--- config.mk ---
export PLATFORM = sky130hd
export DESIGN_NAME = onb_cross
export DESIGN_NICKNAME = d
export VERILOG_FILES = /design/src/hw/rtl/onb_from_one_axis_defines.svh /design/src/hw/rtl/onb_pkg.sv /design/src/hw/rtl/onb_cross.sv
export SDC_FILE = /design/constraint.sdc
export NUM_CORES = 2
export LEC_CHECK = 0
export ABC_AREA = 1
export BUFFER_PORTS_ARGS = -buffer_cell sky130_fd_sc_hd__buf_2
export CAP_MARGIN = 40
export CELL_PAD_IN_SITES_DETAIL_PLACEMENT = 0
export CELL_PAD_IN_SITES_GLOBAL_PLACEMENT = 2
export CORE_ASPECT_RATIO = 0.7
export CORE_UTILIZATION = 35
export CTS_BUF_LIST = sky130_fd_sc_hd__clkbuf_2
export DETAILED_ROUTE_END_ITERATION = 10
export PLACE_DENSITY_LB_ADDON = 0.15
export SLEW_MARGIN = 15
export SYNTH_ARGS = -nofsm -noshare
export SYNTH_HDL_FRONTEND = slang
export SYNTH_SLANG_ARGS = --single-unit
--- constraint.sdc ---
create_clock -name clk -period 2.6 [get_ports clk]
set_input_delay 0.39 -clock clk [delete_from_list [all_inputs] [get_ports clk]]
set_output_delay 0.39 -clock clk [all_outputs]
set_load 0.005 [all_outputs]
--- src/hw/rtl/onb_from_one_axis_defines.svh ---
// ----------------------------------------------------------------------------
// onb_from_one_axis_defines.svh
// Assertion macros shared by the orthonormal basis block.
// ----------------------------------------------------------------------------
`ifndef ONB_FROM_ONE_AXIS_DEFINES_SVH
`define ONB_FROM_ONE_AXIS_DEFINES_SVH

// condition must never hold outside reset
`define ONB_ASSERT_NEVER(lbl, cond, msg) \
	lbl: assert property (@(posedge clk) disable iff (!arst_n) !(cond)) else $error(msg);

// antecedent implies consequent in the same cycle
`define ONB_ASSERT_IMPL(lbl, ante, cons, msg) \
	lbl: assert property (@(posedge clk) disable iff (!arst_n) (ante) |-> (cons)) \
		else $error(msg);

`endif

--- src/hw/rtl/onb_pkg.sv ---
// ----------------------------------------------------------------------------
// onb_pkg
// Types and constants for the orthonormal basis pipeline.
// ----------------------------------------------------------------------------
package onb_pkg;

	localparam int COMP_W    = 16;
	localparam int NSTEP     = 15;              // result bits per normalised component
	localparam int ACC_W     = 66;              // remainder / partial product width
	localparam int SUM_W     = 34;              // sum of three squares
	localparam int NORM_LAT  = NSTEP + 2;       // squares, sum, one stage per bit
	localparam int CROSS_LAT = 2;
	localparam int PIPE_LAT  = 2 * NORM_LAT + 2 + CROSS_LAT + 1;

	localparam logic signed [COMP_W-1:0] ONE_Q14 = 16'sd16384;
	localparam logic [15:0] THR_RESET = 16'd655;

	typedef enum logic [1:0] {
		AXIS_U = 2'd0,
		AXIS_V = 2'd1,
		AXIS_W = 2'd2,
		AXIS_X = 2'd3
	} axis_e;

	typedef logic signed [COMP_W-1:0] comp_t;
	typedef comp_t [2:0] vec3_t;

	typedef struct packed {
		logic [1:0]         func;
		logic signed [15:0] in_x;
		logic signed [15:0] in_y;
		logic signed [15:0] in_z;
	} cmd_t;

	typedef struct packed {
		logic signed [15:0] u_x;
		logic signed [15:0] u_y;
		logic signed [15:0] u_z;
		logic signed [15:0] v_x;
		logic signed [15:0] v_y;
		logic signed [15:0] v_z;
		logic signed [15:0] w_x;
		logic signed [15:0] w_y;
		logic signed [15:0] w_z;
		logic               degenerate;
	} result_t;

	// travels beside the arithmetic
	typedef struct packed {
		logic [1:0] func;
		logic       degen;
		vec3_t      n;
	} side_t;

endpackage

--- src/hw/rtl/onb_cross.sv ---
// ----------------------------------------------------------------------------
// onb_cross
// Two-stage Q1.14 cross product, rounded half up and saturated to +-1.
// ----------------------------------------------------------------------------
module onb_cross import onb_pkg::*; (
	input  logic  clk,
	input  logic  arst_n,
	input  logic  in_valid,
	input  vec3_t a,
	input  vec3_t b,
	output logic  out_valid,
	output vec3_t out_vec
);

	// stage 1: six products
	logic               valid_s1;
	logic signed [31:0] pa_s1 [3];
	logic signed [31:0] pb_s1 [3];

	always_ff @(posedge clk or negedge arst_n) begin
		if (!arst_n) begin
			valid_s1  <= 1'b0;
			out_valid <= 1'b0;
		end else begin
			valid_s1  <= in_valid;
			out_valid <= valid_s1;
		end
	end

	always_ff @(posedge clk) begin
		pa_s1[0] <= a[1] * b[2];
		pb_s1[0] <= a[2] * b[1];
		pa_s1[1] <= a[2] * b[0];
		pb_s1[1] <= a[0] * b[2];
		pa_s1[2] <= a[0] * b[1];
		pb_s1[2] <= a[1] * b[0];
	end

	// stage 2: difference, round, saturate
	logic signed [33:0] biased [3];
	logic signed [19:0] rnd    [3];
	comp_t              sat    [3];

	always_comb begin
		for (int i = 0; i < 3; i++) begin
			biased[i] = 34'(pa_s1[i]) - 34'(pb_s1[i]) + 34'sd8192;
			rnd[i]    = 20'(biased[i] >>> 14);
			if (rnd[i] > 20'(ONE_Q14)) begin
				sat[i] = ONE_Q14;
			end else if (rnd[i] < -20'(ONE_Q14)) begin
				sat[i] = -ONE_Q14;
			end else begin
				sat[i] = COMP_W'(rnd[i]);
			end
		end
	end

	always_ff @(posedge clk) begin
		for (int i = 0; i < 3; i++) begin
			out_vec[i] <= sat[i];
		end
	end

endmodule

* Yosys cells after proc, flatten, opt, wreduce, memory -nomap -nowiden
Memories as Yosys holds them, arrays and structs flattened.
Index checks and enable logic that the tools add are counted.
** Storage, ports and cells
- Flip-flop bits (word level) :: 50
- RAM bits :: 192
- Bits of input ports :: 99
- Output and inout bits :: 49
- Word-level logic and storage cells :: 34
- Memories kept :: 2
** Cells by class
- Add/sub/neg operators :: 6
- $mul :: 6
- Magnitude comparators :: 6
- Muxes and demuxes :: 3
- Reductions and logical operators :: 3
** Memories
- pa_s1 :: words 3, bits a word 32, read ports 3, clocked after Yosys merged registers in 0, wr ports 3, RTL line onb_cross.sv:17 : logic signed [31:0] pa_s1 [3];
- pb_s1 :: words 3, bits a word 32, read ports 3, clocked after Yosys merged registers in 0, wr ports 3, RTL line onb_cross.sv:18 : logic signed [31:0] pb_s1 [3];
** Operators with widths (count)
- multiplier 16 x 16 -> 32 bit :: 6
- adder 33 x 15 -> 34 bit (second input constant) :: 3
- subtractor 32 x 32 -> 33 bit :: 3
- > comparator 20 x 16 -> 1 bit (second input constant) :: 3
- less-than comparator 20 x 15 -> 1 bit (second input constant) :: 3
- 2-to-1 mux 16 bit :: 3
- OR reduction 2 bit :: 3

* Longest topological paths before layout
- Depth in word-level cells :: 4
- Depth in mapped cells :: 27
- Gate-level depth less buffers :: 26

* Worst setup path before layout
OpenSTA, ideal clock, no wires.
- Kind :: in2reg
- Start :: in a[31] in the netlist's numbering
- End :: mem pb_s1[2][28] (netlist: pb_s1[0][92])
- Library setup time :: 120 ps
- Arrival :: 5662 ps
- Data required time :: 2480 ps
- Setup slack :: -3181 ps
- Stages :: 20
- Path buffers :: 1
- Cell sequence :: clkbuf_1 -> nand2_1 -> inv_1 -> fa_1 -> fa_1 -> fa_1 -> fa_1 -> fa_1 -> inv_1 -> fa_1 -> inv_1 -> ha_1 -> nand2_1 -> nor4_1 -> nand2_1 -> o211ai_1 -> nand3_1 -> nand2_1 -> a21oi_1 -> xnor2_1
** RTL lines
- from (decl) :: RTL line onb_cross.sv:9 : input vec3_t a,
- to (decl) :: RTL line onb_cross.sv:18

==> reports/qor.yml <==
min_period_ns: 4.54
io_pins: 148
synth_cell_type_count: 45
ys.warnings.count: 0
critPathCaptureType: "flip-flop"
detailroute.via_count: 63653
endpoint: "pa_s1[0][22]"
slew_headroom_pct: 49.0
final_setup_slack_of_the_worst_path_ns: -1.94
routabilityCongestion: 0.882
place.port_buffers: 147
aggregate_routed_wire_length_mm: 259
drc_errors: 0
synth-edff-count: 0
synth_compound_area_share_pct: 3.51
h-tree-depth: 3
synth_simple_gate_area_share_pct: 16.6
critical_path_arrival_ns: 5.81
average_wire_per_standard_cell_microns: 18.3
core_region_area_sq_mm: 0.211
floorplan.die_area_sq_mm: 0.215
detailedPlacementHpwl_mm: 219
fin_worst_hold_slack_ns: 0.263
cts.root.buffer_cell: "clkbuf_2"
die_h_microns: 388
critPathMostFrequentCell: "fa_1"
critical_path.reg2reg.endpoint: "out_vec[37]"
timing.hold.worst.class: "in2reg"
fin_crit_sh_pct: 175
rsz_0062_raised_after_global_routing: "yes"
worstPathMaxFanout: 8
timing.critical_path.max_delay_family: "adder cells"
status: "finished with violations"
mappedNetlistArea_sq_mm: 0.0744
tritoncts_clock_tree: "done"
number_of_instances_in_the_synthesized_netlist: 9682
critPathRequiredTime_ns: 3.87
syn_nets: 12031
cpPeakStageDelay_ns: 0.53
synth_seq_cells: 242
tritoncts.num_buffers: 77
yosysSeqAreaShare_pct: 6.52
layout-drive-gt1-share_pct: 28.1
antenna_found_initial: 25
drv.max_cap_violation_count: 0
timing.reg2reg.setup_slack_ns: -0.71
grt_first_pass_wirelength_mm: 401
grt_use_total_pct: 24.5
pin_count_of_the_biggest_net_entering_global_routing: 25
fin_setup_tns_ns: -247.62
synthAdderAreaFrac_pct: 53.7
clock_insertion_delay_worst_skew_ns: 1.46
numClockSinks: 242
drt_pre_antenna_iters: 7
nNetsFinal: 13677
master_of_the_slowest_instance_on_the_critical_path: "fa_1"
skew_ns: 0.162
worst-path-buf-inv: 10
finalHoldViolations: 0
synthArstFlopShare_pct: 0.826
placedInstanceArea_sq_mm: 0.0932
worstSetupPathType: "in2reg"
synth_top_flop_cell: "dfxtp_1"
drt_iter0_drc: 3760
clk_transition_reported_paths_ns: 0.10
clock_tree.buffer_depth: 3
fin_area_sq_mm: 0.102
r2r.worst_path.cells: 19
gr-total-overflow: 0
syn_avg_cell_area_sq_um: 7.69
timing.critical_path.depth: 25
die_width_microns: 553
max_slew.worst_pin.slew_ns: 0.765
worstSetupStartpointType: "input pin"
starting_density_pct: 35.2
areaGrowthSynthToFinish_pct: 36.9
regToRegStartpoint: "pb_s1[0][72]"
drt-vias-per-instance: 4.49
setup_viol_count_final: 205
detail-route-antenna-nets: 0
fmax_mhz: 220
dominant_combinational_cell_family_by_area_after_synthesis: "adder cells"
muxShareOfSynthArea_pct: 0
violations: "setup timing"
row_count: 141
dp_slack_ns: -3.74
slew_viol_final: 0
synthXorXnorAreaFrac_pct: 2.72
number_of_global_route_vias_before_repair: 68361
crit_start: "b[42]"
-- flip-flops by register name, summed over array words and instances (netlist names) --
register	cells
out_valid	1
pa_s1	96
out_vec	48
pb_s1	96
valid_s1	1
-- per-stage QoR --
| step | util [%] | std cells |
|---|---|---|
| floorplan | - | 9682 |
| global placement | 44.1 | 13719 |
| detailed placement | 44.1 | 13719 |
| CTS | 46.3 | 14036 |
| global route | 48.3 | 14177 |
| finish | 48.3 | 14179 |
-- worst min-delay path by stage --
stage	startpoint	endpoint	slack, ns	cells past startpoint
2_1_floorplan	arst_n	out_valid	0.09	0
3_3_place_gp	arst_n	out_valid	0.17	1
3_5_place_dp	arst_n	out_valid	0.18	1
4_1_cts	in_valid	valid_s1	0.06	3
5_1_grt	b[20]	pb_s1[0][5]	0.15	10
6_report	b[2]	pa_s1[0][36]	0.26	8
-- worst reg2reg max path, cell delays in order (launching register included) --
cell     delay, ns
dfxtp_1       0.47
inv_1         0.08
ha_1          0.29
ha_1          0.31
nand2_1       0.10
nor2_1        0.30
nand3_1       0.12
nand3_1       0.17
nand2_1       0.09
nand2_1       0.07
nand2_1       0.05
nand2_1       0.14
nand2_1       0.07
nor2_1        0.18
nand2_1       0.12
nor2_1        0.13
nand2_1       0.06
nand2_1       0.06
nand2_2       0.22
nor2_2        0.15
-- layer usage --
layer	up-vias	wire (microns)	GRT usage, %
met5	-	56	0
met4	8	4160	4.09
met3	179	15100	3.76
met2	1174	110000	37.1
met1	31588	129000	37.1
li1	30704	-	-
-- area by class of cell --
cell class                      instances  area, sq um
Multi-Input combinational cell       6079        63300
Inverter                             3071        11600
Timing Repair Buffer                 1857        17800
Clock inverter                         41          430
Tap cell                             2788         3490
Fill cell                           20746       109000
Antenna cell                            5         12.5
Clock buffer                           96          480
Sequential cell                       242         4850
-- cell usage after synthesis (all sizes together), types with 15 or more instances --
master | count | area (sq um)
dfxtp | 240 | 4800
a31oi | 22 | 138
and2 | 15 | 93.8
nor3 | 30 | 175
a21o | 23 | 173
nand3 | 144 | 721
fa | 1572 | 31500
nand4 | 38 | 238
xor2 | 121 | 1060
clkbuf | 284 | 1070
inv | 3069 | 11500
a21oi | 233 | 1170
ha | 678 | 8480
nor2 | 369 | 1510
xnor2 | 110 | 963
o21bai | 22 | 165
o21ai | 119 | 596
nand2 | 2513 | 9470
-- logic make-up after synthesis --
family	after synthesis
buf+inv	3361
simple gates	3132
fa+ha+maj	2250
compound gates	466
flops	242
xor+xnor	231
-- cell usage in the layout (no fill, tap or decap), drive strengths merged, types with 3 or more instances in the layout --
cell type	instances
a211oi	5
a21boi	8
a21o	23
a21oi	233
a22oi	3
a31oi	22
and2	15
buf	1797
bufinv	9
clkbuf	113
clkinv	32
dfxtp	240
diode	5
dlygate4sd3	43
fa	1572
ha	678
inv	3069
nand2	2513
nand3	144
nand3b	6
nand4	38
nor2	369
nor3	30
nor4	10
o2111ai	5
o211ai	7
o21a	6
o21ai	119
o21bai	22
o31ai	3
or2	6
xnor2	110
xor2	121
-- timing repair --
item | CTS | global route
cloned | 5 | 12
gates resized for setup | 483 | 764
buffers inserted | 147 | 154
endpoints found under the hold margin | 30 | 0
hold buffers | 43 | 0
setup endpoints to repair | 202 | 205
pin swaps | 260 | 502
Power is not shown: default switching activity piles up to over one toggle a cycle in this logic, so the estimate is an artifact.
